$ cat src/rtl/datagram_frame_reassembler_unit_macros.svh
// Assertion macros shared by the reassembler's RTL files.
`ifndef DATAGRAM_FRAME_REASSEMBLER_UNIT_MACROS_SVH
`define DATAGRAM_FRAME_REASSEMBLER_UNIT_MACROS_SVH
`ifndef SYNTHESIS
`define DFR_ASSERT(lbl, prop, msg) \
	lbl: assert property (@(posedge clk) disable iff (!arst_n) prop) else $error(msg);
`define DFR_CHECK(lbl, cond, msg) \
	lbl: assert property (@(posedge clk) disable iff (!arst_n) (cond)) else $error(msg);
`else
`define DFR_ASSERT(lbl, prop, msg)
`define DFR_CHECK(lbl, cond, msg)
`endif
`endif

$ cat src/rtl/dfr_pkg.sv
package dfr_pkg;

	localparam int FRAME_BYTES  = 1048576;
	localparam int BUFFER_SLOTS = 3;
	localparam int HEADER_BYTES = 9;

	localparam int LEN_W    = 21;
	localparam int ADDR_W   = 20;
	localparam int SLOT_W   = 2;
	localparam int CNT_W    = 16;
	localparam int POS_W    = 4;
	localparam int SAT_IN_W = 34;

	// Header position at which payload bytes begin.
	localparam logic [POS_W-1:0] POS_PAYLOAD = POS_W'(HEADER_BYTES);

	// Depth of the queue between the parser and the result stage.
	localparam int QDEPTH = 4;
	localparam int QPTR_W = $clog2(QDEPTH);
	localparam int QCNT_W = $clog2(QDEPTH + 1);

	typedef enum logic [1:0] {
		EV_WRITE    = 2'd0,
		EV_COMPLETE = 2'd1,
		EV_REJECT   = 2'd2,
		EV_ABANDON  = 2'd3
	} dfr_event_t;

	// One classified input byte: up to one early result (write or abandon)
	// and one end-of-datagram result, plus the header needed for the length.
	typedef struct packed {
		logic              a_v;
		dfr_event_t        a_ev;
		logic              b_v;
		dfr_event_t        b_ev;
		logic [SLOT_W-1:0] slot;
		logic [ADDR_W-1:0] addr;
		logic [7:0]        data;
		logic [CNT_W-1:0]  a_seen;
		logic [CNT_W-1:0]  b_seen;
		logic [15:0]       ps;
		logic [15:0]       ft;
		logic [15:0]       ts;
	} dfr_entry_t;

	function automatic logic [LEN_W-1:0] sat_len(input logic [SAT_IN_W-1:0] v);
		logic [LEN_W-1:0] r;
		if (v > SAT_IN_W'(FRAME_BYTES)) begin
			r = LEN_W'(FRAME_BYTES);
		end else begin
			r = v[LEN_W-1:0];
		end
		return r;
	endfunction

endpackage

$ cat src/rtl/dfr_queue.sv
`include "datagram_frame_reassembler_unit_macros.svh"

module dfr_queue
	import dfr_pkg::*;
(
	input  logic       clk,
	input  logic       arst_n,
	input  logic       push,
	input  dfr_entry_t push_data,
	output logic       full,
	input  logic       pop,
	output dfr_entry_t pop_data,
	output logic       empty
);

	dfr_entry_t        mem_q [QDEPTH];
	logic [QPTR_W-1:0] wr_ptr_q;
	logic [QPTR_W-1:0] rd_ptr_q;
	logic [QCNT_W-1:0] cnt_q;

	assign full     = (cnt_q == QCNT_W'(QDEPTH));
	assign empty    = (cnt_q == '0);
	assign pop_data = mem_q[rd_ptr_q];

	always_ff @(posedge clk or negedge arst_n) begin
		if (!arst_n) begin
			wr_ptr_q <= '0;
			rd_ptr_q <= '0;
			cnt_q    <= '0;
		end else begin
			if (push) begin
				wr_ptr_q <= (wr_ptr_q == QPTR_W'(QDEPTH - 1)) ? '0 : wr_ptr_q + QPTR_W'(1);
			end
			if (pop) begin
				rd_ptr_q <= (rd_ptr_q == QPTR_W'(QDEPTH - 1)) ? '0 : rd_ptr_q + QPTR_W'(1);
			end
			if (push && !pop) begin
				cnt_q <= cnt_q + QCNT_W'(1);
			end else if (pop && !push) begin
				cnt_q <= cnt_q - QCNT_W'(1);
			end
		end
	end

	always_ff @(posedge clk) begin
		if (push) begin
			mem_q[wr_ptr_q] <= push_data;
		end
	end

	`DFR_ASSERT(a_no_overflow, push |-> !full, "queue written while full")
	`DFR_ASSERT(a_no_underflow, pop |-> !empty, "queue read while empty")
	`DFR_ASSERT(a_cnt_hold, !(push ^ pop) |=> cnt_q == $past(cnt_q), "queue count drifted")

endmodule

$ cat src/rtl/dfr_front.sv
module dfr_front
	import dfr_pkg::*;
(
	input  logic       clk,
	input  logic       arst_n,
	input  logic       in_valid,
	output logic       in_stall,
	input  logic [7:0] data_byte,
	input  logic       datagram_end,
	input  logic       q_full,
	output logic       q_push,
	output dfr_entry_t q_data
);

	logic [POS_W-1:0]  pos_q, pos_n;
	logic [7:0]        id_q, id_n;
	logic [15:0]       ps_q, ps_n;
	logic [15:0]       ft_q, ft_n;
	logic [15:0]       ts_q, ts_n;
	logic [CNT_W-1:0]  frags_q, frags_n;
	logic [LEN_W-1:0]  wptr_q, wptr_n;
	logic [LEN_W-1:0]  wend_q, wend_n;
	logic              newf_q, newf_n;
	logic              reject_q, reject_n;
	logic              prevc_q, prevc_n;
	logic [SLOT_W-1:0] slot_q, slot_n;

	logic [15:0]       chunk_q;
	logic [7:0]        idx_hi_q;
	logic [23:0]       hi_prod_q;

	logic              accept;
	logic [1:0]        fsel;
	logic [15:0]       fcur;
	logic [15:0]       fnew;
	logic [7:0]        fexp;
	logic [23:0]       lo_prod;
	logic [SAT_IN_W-1:0] start_raw;
	logic [SAT_IN_W-1:0] end_raw;
	logic [15:0]       index;
	logic [15:0]       span;
	logic [CNT_W-1:0]  frags_inc;
	dfr_entry_t        ent;

	assign in_stall = q_full;
	assign accept   = in_valid && !q_full;

	// Fragment index is known in two halves; the high byte's product is
	// formed one byte early so the start offset costs one small multiply.
	assign index     = {idx_hi_q, data_byte};
	assign lo_prod   = 24'(data_byte) * 24'(chunk_q);
	assign start_raw = SAT_IN_W'({hi_prod_q, 8'h00}) + SAT_IN_W'(lo_prod);
	assign span      = ((17'(index) + 17'd1 == 17'(ft_q)) && (ts_q != '0)) ? ts_q : chunk_q;
	assign end_raw   = start_raw + SAT_IN_W'(span);

	always_comb begin
		fsel = 2'd2;
		if (pos_q inside {[4'd1:4'd2]}) begin
			fsel = 2'd0;
		end else if (pos_q inside {[4'd3:4'd4]}) begin
			fsel = 2'd1;
		end
		case (fsel)
			2'd0:    fcur = ps_q;
			2'd1:    fcur = ft_q;
			default: fcur = ts_q;
		endcase
		fnew = {fcur[7:0], data_byte};
		fexp = pos_q[0] ? fcur[15:8] : fcur[7:0];
	end

	always_comb begin
		pos_n     = pos_q;
		id_n      = id_q;
		ps_n      = ps_q;
		ft_n      = ft_q;
		ts_n      = ts_q;
		frags_n   = frags_q;
		wptr_n    = wptr_q;
		wend_n    = wend_q;
		newf_n    = newf_q;
		reject_n  = reject_q;
		prevc_n   = prevc_q;
		slot_n    = slot_q;
		frags_inc = '0;
		ent       = '0;
		ent.a_ev  = EV_WRITE;
		ent.b_ev  = EV_REJECT;
		ent.slot  = slot_q;
		ent.a_seen = frags_q;

		if (pos_q == '0) begin
			reject_n = 1'b0;
			if (data_byte != id_q) begin
				if (!prevc_q) begin
					ent.a_v  = 1'b1;
					ent.a_ev = EV_ABANDON;
				end
				prevc_n = 1'b0;
				id_n    = data_byte;
				newf_n  = 1'b1;
				frags_n = '0;
			end else begin
				newf_n = 1'b0;
			end
			pos_n = pos_q + POS_W'(1);
		end else if (pos_q inside {[4'd1:4'd6]}) begin
			if (newf_q) begin
				case (fsel)
					2'd0:    ps_n = fnew;
					2'd1:    ft_n = fnew;
					default: ts_n = fnew;
				endcase
			end else if (fexp != data_byte) begin
				reject_n = 1'b1;
			end
			pos_n = pos_q + POS_W'(1);
		end else if (pos_q == 4'd7) begin
			pos_n = pos_q + POS_W'(1);
		end else if (pos_q == 4'd8) begin
			wptr_n = sat_len(start_raw);
			wend_n = sat_len(end_raw);
			pos_n  = POS_PAYLOAD;
		end else begin
			if (!reject_q && (wptr_q < wend_q)) begin
				ent.a_v  = 1'b1;
				ent.a_ev = EV_WRITE;
				ent.addr = wptr_q[ADDR_W-1:0];
				ent.data = data_byte;
				wptr_n   = wptr_q + LEN_W'(1);
			end
		end

		if (datagram_end) begin
			if (reject_n || (pos_n < POS_PAYLOAD) || (wptr_n < wend_n)) begin
				ent.b_v    = 1'b1;
				ent.b_ev   = EV_REJECT;
				ent.b_seen = frags_n;
			end else begin
				frags_inc = frags_n + CNT_W'(1);
				frags_n   = frags_inc;
				if (frags_inc == ft_n) begin
					prevc_n    = 1'b1;
					ent.b_v    = 1'b1;
					ent.b_ev   = EV_COMPLETE;
					ent.b_seen = frags_inc;
					slot_n     = (slot_q == SLOT_W'(BUFFER_SLOTS - 1)) ?
						'0 : slot_q + SLOT_W'(1);
				end
			end
			pos_n    = '0;
			reject_n = 1'b0;
		end

		ent.ps = ps_n;
		ent.ft = ft_n;
		ent.ts = ts_n;
	end

	assign q_push = accept && (ent.a_v || ent.b_v);
	assign q_data = ent;

	always_ff @(posedge clk or negedge arst_n) begin
		if (!arst_n) begin
			pos_q    <= '0;
			id_q     <= '0;
			ps_q     <= '0;
			ft_q     <= '0;
			ts_q     <= '0;
			frags_q  <= '0;
			wptr_q   <= '0;
			wend_q   <= '0;
			newf_q   <= 1'b0;
			reject_q <= 1'b0;
			prevc_q  <= 1'b1;
			slot_q   <= '0;
		end else if (accept) begin
			pos_q    <= pos_n;
			id_q     <= id_n;
			ps_q     <= ps_n;
			ft_q     <= ft_n;
			ts_q     <= ts_n;
			frags_q  <= frags_n;
			wptr_q   <= wptr_n;
			wend_q   <= wend_n;
			newf_q   <= newf_n;
			reject_q <= reject_n;
			prevc_q  <= prevc_n;
			slot_q   <= slot_n;
		end
	end

	// The payload size is registered from the packet size, well before the
	// fragment index arrives.
	always_ff @(posedge clk) begin
		chunk_q <= (ps_q >= 16'(HEADER_BYTES)) ? ps_q - 16'(HEADER_BYTES) : '0;
		if (accept && (pos_q == 4'd7)) begin
			idx_hi_q  <= data_byte;
			hi_prod_q <= 24'(data_byte) * 24'(chunk_q);
		end
	end

endmodule

$ cat src/rtl/dfr_back.sv
`include "datagram_frame_reassembler_unit_macros.svh"

module dfr_back
	import dfr_pkg::*;
(
	input  logic              clk,
	input  logic              arst_n,
	input  logic              q_empty,
	input  dfr_entry_t        q_data,
	output logic              q_pop,
	output logic              out_valid,
	input  logic              out_stall,
	output logic [1:0]        event_res,
	output logic [SLOT_W-1:0] buffer_slot,
	output logic [ADDR_W-1:0] byte_address,
	output logic [7:0]        payload_byte,
	output logic [LEN_W-1:0]  frame_length,
	output logic [CNT_W-1:0]  fragments_seen,
	output logic              run_last
);

	logic             v_s1, v_s2, v_s3;
	dfr_entry_t       e_s1, e_s2, e_s3;
	logic [15:0]      chunk_s1;
	logic [15:0]      mul_a_s1;
	logic             zero_s1, zero_s2;
	logic [31:0]      prod_s2;
	logic [LEN_W-1:0] len_s3;

	logic             job_v_q;
	dfr_entry_t       job_q;
	logic [LEN_W-1:0] len_q;
	logic             phase_b_q;

	logic             rdy1, rdy2, rdy3;
	logic             out_accept;
	logic             last_result;
	logic             load_ok;
	logic             a_keep;
	logic [32:0]      len_sum;

	assign out_accept  = job_v_q && !out_stall;
	assign last_result = phase_b_q || !job_q.b_v;
	assign load_ok     = !job_v_q || (out_accept && last_result);

	assign rdy3  = !v_s3 || load_ok;
	assign rdy2  = !v_s2 || rdy3;
	assign rdy1  = !v_s1 || rdy2;
	assign q_pop = !q_empty && rdy1;

	// Writes at or past the frame length are dropped here.
	assign a_keep  = e_s3.a_v &&
		((e_s3.a_ev != EV_WRITE) || (LEN_W'(e_s3.addr) < len_s3));
	assign len_sum = 33'(prod_s2) + 33'(e_s2.ts);

	always_ff @(posedge clk or negedge arst_n) begin
		if (!arst_n) begin
			v_s1      <= 1'b0;
			v_s2      <= 1'b0;
			v_s3      <= 1'b0;
			job_v_q   <= 1'b0;
			phase_b_q <= 1'b0;
		end else begin
			if (rdy1) begin
				v_s1 <= q_pop;
			end
			if (rdy2) begin
				v_s2 <= v_s1;
			end
			if (rdy3) begin
				v_s3 <= v_s2;
			end
			if (load_ok) begin
				job_v_q   <= v_s3 && (a_keep || e_s3.b_v);
				phase_b_q <= !a_keep;
			end else if (out_accept) begin
				phase_b_q <= 1'b1;
			end
		end
	end

	always_ff @(posedge clk) begin
		if (rdy1) begin
			e_s1     <= q_data;
			chunk_s1 <= (q_data.ps >= 16'(HEADER_BYTES)) ?
				q_data.ps - 16'(HEADER_BYTES) : '0;
			mul_a_s1 <= (q_data.ts == '0) ? q_data.ft : q_data.ft - 16'd1;
			zero_s1  <= (q_data.ft == '0);
		end
		if (rdy2) begin
			e_s2    <= e_s1;
			zero_s2 <= zero_s1;
			prod_s2 <= 32'(mul_a_s1) * 32'(chunk_s1);
		end
		if (rdy3) begin
			e_s3   <= e_s2;
			len_s3 <= zero_s2 ? '0 : sat_len(SAT_IN_W'(len_sum));
		end
		if (load_ok) begin
			job_q <= e_s3;
			len_q <= len_s3;
		end
	end

	assign out_valid      = job_v_q;
	assign event_res      = phase_b_q ? job_q.b_ev : job_q.a_ev;
	assign buffer_slot    = job_q.slot;
	assign byte_address   = phase_b_q ? '0 : job_q.addr;
	assign payload_byte   = phase_b_q ? '0 : job_q.data;
	assign frame_length   = len_q;
	assign fragments_seen = phase_b_q ? job_q.b_seen : job_q.a_seen;
	assign run_last       = last_result;

	`DFR_ASSERT(a_write_in_range, out_valid && event_res == EV_WRITE |-> LEN_W'(byte_address) < frame_length, "payload write past frame length")
	`DFR_ASSERT(a_complete_last, out_valid && event_res == EV_COMPLETE |-> run_last, "frame complete is not the last result of its byte")
	`DFR_ASSERT(a_second_present, job_v_q && phase_b_q |-> job_q.b_v, "second result shown without one queued")

endmodule

$ cat src/rtl/datagram_frame_reassembler_unit.sv
// Channel | Side   | Handshake          | Fields
// input   | sink   | in_valid/in_stall  | data_byte, datagram_end
// output  | source | out_valid/out_stall| event_res, buffer_slot, byte_address,
//         |        |                    | payload_byte, frame_length,
//         |        |                    | fragments_seen, run_last
//
// One byte request is taken per cycle while the four-entry queue has room.
// A request yields zero, one or two results; results leave one per cycle while
// out_stall is low, so a byte that closes a datagram after a payload write
// yields two results, and the queue absorbs that against idle header bytes.
// An accepted byte's first result passes through the queue, the three stages
// of the frame-length pipeline and the output register. The queue is written
// at the accepting edge itself.
// arst_n clears all control state asynchronously; the parser restarts awaiting
// a frame id byte, with the previous frame counted as complete.
// in_stall is high exactly when the queue is full; out_stall holds the output
// register and, once they fill, the length pipeline and queue behind it.

module datagram_frame_reassembler_unit
	import dfr_pkg::*;
(
	input  logic        clk,
	input  logic        arst_n,

	input  logic        in_valid,
	output logic        in_stall,
	input  logic [7:0]  data_byte,
	input  logic        datagram_end,

	output logic        out_valid,
	input  logic        out_stall,
	output logic [1:0]  event_res,
	output logic [1:0]  buffer_slot,
	output logic [19:0] byte_address,
	output logic [7:0]  payload_byte,
	output logic [20:0] frame_length,
	output logic [15:0] fragments_seen,
	output logic        run_last
);

	// The front parses the 9-byte header, tracks the fragment span and the
	// frame bookkeeping, and turns each byte into one queue entry when it
	// causes any result. Entries carry the header snapshot so the back can
	// work out the frame length on its own, independent of later bytes.
	logic       q_push;
	logic       q_pop;
	logic       q_full;
	logic       q_empty;
	dfr_entry_t q_wdata;
	dfr_entry_t q_rdata;

	dfr_front u_front (
		.clk          (clk),
		.arst_n       (arst_n),
		.in_valid     (in_valid),
		.in_stall     (in_stall),
		.data_byte    (data_byte),
		.datagram_end (datagram_end),
		.q_full       (q_full),
		.q_push       (q_push),
		.q_data       (q_wdata)
	);

	// The queue lets the parser keep taking bytes while the output is held, until it is full.
	dfr_queue u_queue (
		.clk       (clk),
		.arst_n    (arst_n),
		.push      (q_push),
		.push_data (q_wdata),
		.full      (q_full),
		.pop       (q_pop),
		.pop_data  (q_rdata),
		.empty     (q_empty)
	);

	// The back computes the frame length, drops writes beyond it, and shows
	// the entry's results one after the other with run_last on the final one.
	dfr_back u_back (
		.clk            (clk),
		.arst_n         (arst_n),
		.q_empty        (q_empty),
		.q_data         (q_rdata),
		.q_pop          (q_pop),
		.out_valid      (out_valid),
		.out_stall      (out_stall),
		.event_res      (event_res),
		.buffer_slot    (buffer_slot),
		.byte_address   (byte_address),
		.payload_byte   (payload_byte),
		.frame_length   (frame_length),
		.fragments_seen (fragments_seen),
		.run_last       (run_last)
	);

endmodule
$ cat config.mk
export PLATFORM = sky130hd
export DESIGN_NAME = datagram_frame_reassembler_unit
export DESIGN_NICKNAME = d
export VERILOG_FILES = /design/src/rtl/dfr_pkg.sv /design/src/rtl/dfr_queue.sv /design/src/rtl/dfr_front.sv /design/src/rtl/dfr_back.sv /design/src/rtl/datagram_frame_reassembler_unit.sv
export VERILOG_INCLUDE_DIRS = /design/src /design/src/rtl
export SDC_FILE = /design/constraint.sdc
export NUM_CORES = 2
export LEC_CHECK = 0
export BUFFER_PORTS_ARGS = -buffer_cell sky130_fd_sc_hd__buf_2
export CORE_ASPECT_RATIO = 0.9
export CORE_MARGIN = 10
export CORE_UTILIZATION = 49
export CTS_CLUSTER_SIZE = 10
export DETAILED_ROUTE_END_ITERATION = 16
export SYNTH_ARGS = -nofsm -noshare
export SYNTH_HDL_FRONTEND = slang
export SYNTH_SLANG_ARGS = --single-unit
$ cat constraint.sdc
create_clock -name clk -period 18.15 [get_ports clk]
set_input_delay 3.63 -clock clk [delete_from_list [all_inputs] [get_ports clk]]
set_output_delay 3.63 -clock clk [all_outputs]
set_load 0.005 [all_outputs]
==> impl_metrics.ini <==
[status]
status = finished clean

[detailed_routing]
ant_nets = 0
viasPerCell = 5.680
drt_iter0_drc = 3126
wl_per_cell_um = 22.82
vias = 36090
post-route-drc-count = 0
first_pass_iters = 5
drt-total-wl_um = 145000

[timing]
hold_viol = 0
setup_violations = 0
skew_ps = 52.95
fin_tns_setup_ps = 0
relSlewSlack = 0.2202
rsz0062_at_grt = false
worstMarginPinSlew_ps = 1160
drv_slew = 0
period_minus_slack_ps = 15940
fmaxAchievable_mhz = 62.75
timing.final.crit_share = 0.8780

[floorplan]
die_w_um = 384.6
io_pins = 85
die_h_um = 348.1
num_rows = 120
core_area_mm2 = 0.1189
start_util = 0.4929
fp.dieArea_mm2 = 0.1339

[worst_hold_path]
hold_class = flip-flop to flip-flop
min-delay-start = u_back.e_s1[8]
worstHoldPathCells = 0
whs_endpoint = u_back.e_s2[8]

[synth]
synth_edf_count = 899
avgSynthCellArea_um2 = 12.64
ys_async_sr_fraction = 0.1286
synth_seq_area_share = 0.5237
ys_warn_count = 0
synth-main-ff-cell = edfxtp_1
synthesis.nets = 5208
syn_area_mm2 = 0.05861
synth_cell_types = 95
synth_cells = 4638
ys_ff_latch = 1050

[grt]
antenna_found_initial = 7
grt_overflow_total = 0
grt_first_pass_wirelength_um = 221500
grt.total_usage = 0.2157
grt_pass1_vias = 35160
grt_max_degree = 74

[job]
drv_cap = 0

[setup_path]
cp.depth = 52
arrival_ps = 16290
rr_worst_depth = 51
critPathBufInv = 7
cp-startpoint = data_byte[2]
crit_path_end_kind = flip-flop
cp_slowest_cell = and2_4
slowest_delay_ps = 600
cp_top_family = compound AO/OA/AOI/OAI gates
cpMostUsedCell = a21oi_1
worstSetupPathType = input port to flip-flop
r2r_end = u_queue.mem_q[2][95]
rrSetupSlack_ps = 5100
path_max_fanout = 59
cp.required_ps = 18510
worstSetupStartpointType = input port
r2r-start = u_front.chunk_q[5]

[layout]
syn_to_final_growth_pct = 9.529
layout.nets = 5269
post_route_cells_drive_above_1_share = 0.1129
fillers = 10040
multi_input_area_mm2 = 0.02565
regArea_mm2 = 0.03070

[clocking]
clk_latency_ps = 750
htree_levels = 3
cts_tree = done
cts_buffers = 117
root_buffer = clkbuf_16
cts_hold_buf = 0
cts_setup_buffers = 0
ctsResizeCount = 0
clockBufferDepth = 3
clk_pin_slew_ps = 50
clock-sinks = 1050

[placed_design]
hpwl_um = 104500
numPortBuffers = 84
gp_congestion = 0.8849
[worst register-to-register path: cells and delay by family, from the launching register on]
family | cells | cell delay, ps
simple gates | 10 | 1770
buf+inv | 6 | 980
compound gates | 26 | 6020
flops | 1 | 580
fa+ha+maj | 7 | 2970
xor+xnor | 2 | 330
[worst max path at each step]
stage	endpoint
5_1_grt	u_queue.mem_q[2][95]
4_1_cts	u_queue.mem_q[2][97]
2_1_floorplan	u_queue.mem_q[0][0]
3_3_place_gp	u_queue.mem_q[2][12]
3_5_place_dp	u_queue.mem_q[2][12]
6_report	u_queue.mem_q[2][95]
[placed cells by master, fill, tap and decap left out, types with 15 or more instances in the layout]
cell type    n
ha_1       275
nand2b_1    36
clkbuf_1    54
mux2_2      99
nand3_1     63
xor2_1      64
nand4_1     36
o21a_1      26
nor2b_1     50
nor3_1      59
a22oi_1     25
a211oi_1    15
or2_2       16
a21o_1      49
inv_1      425
mux4_2     115
xnor2_1    124
dfrtp_1    131
a21oi_1    138
mux2i_1     45
nor4_1      24
and3_1      50
nand2_1    514
and2_1     210
fa_1       282
clkbuf_16  117
or3_1       28
edfxtp_1   899
buf_2       83
nor2_1     194
buf_4       43
o21ai_0    194
o31ai_1     22
a31oi_1     18
dfxtp_1     16
[final cells by class]
| class | instances | area share |
|---|---|---|
| sequential | 1050 | 0.4783 |
| multi-input combinational | 2973 | 0.3995 |
| clock buffer | 176 | 0.04984 |
| tap | 1586 | 0.03091 |
| inverter | 426 | 0.02493 |
| timing repair buffer | 131 | 0.01292 |
| clock inverter | 10 | 0.003606 |
| antenna | 1 | 0.00003898 |
[through the flow]
stage / instance area, µm² / instances / setup WS (ps) / hold slack (ps) / utilization
final: 64200 / 6353 / 2215 / 385.5 / 0.5399
after global routing: 64200 / 6353 / 1160 / 391.6 / 0.5399
after CTS: 64200 / 6352 / 2326 / 367.8 / 0.5398
after detailed placement: 60760 / 6166 / 1623 / 404.5 / 0.5110
after global placement: 60760 / 6166 / 1800 / 401.1 / 0.5110
after floorplan: 58610 / 4638 / 1503 / 400.3 / -
[flip-flops by register name, indices dropped and copies added (netlist names), 24 cells and up]
register,cells
u_back.e_s1,83
u_back.e_s2,83
u_back.e_s3,67
u_back.job_q,64
u_back.prod_s2,32
u_front.hi_prod_q,24
u_queue.mem_q,460
[synthesized netlist by cell type, types with 124 or more instances]
cell        n  area share
edfxtp_1  899        0.46
nand2_1   515       0.033
inv_1     426       0.027
fa_1      282       0.096
ha_1      275       0.059
and2_1    214       0.023
nor2_1    196       0.013
o21ai_0   194       0.017
clkbuf_1  140      0.0090
a21oi_1   139       0.012
dfrtp_1   134       0.057
xnor2_1   124       0.019
[cell families (layout without fill, tap and decap cells)]
group | Yosys count | in the layout | share of synthesized area
simple gates | 1345 | 1345 | 0.1131
flops | 1050 | 1050 | 0.5237
compound gates | 621 | 621 | 0.06786
buf+inv | 615 | 743 | 0.04058
fa+ha+maj | 557 | 557 | 0.1550
mux | 261 | 261 | 0.07141
xor+xnor | 189 | 189 | 0.02837
other cells | 0 | 1 | 0
[metal layers]
layer,share of wire,up-vias,wire (µm),global-route usage
met1,0.46,18020,66060,0.3215
met3,0.083,216,11990,0.04747
met2,0.43,1277,62670,0.3149
met4,0.030,0,4284,0.06334
li1,-,16580,-,-
met5,0,-,0,0
Power is left out: the tool's default activity adds up to more than one toggle a clock period on the data nets, which glitch-free logic cannot reach.
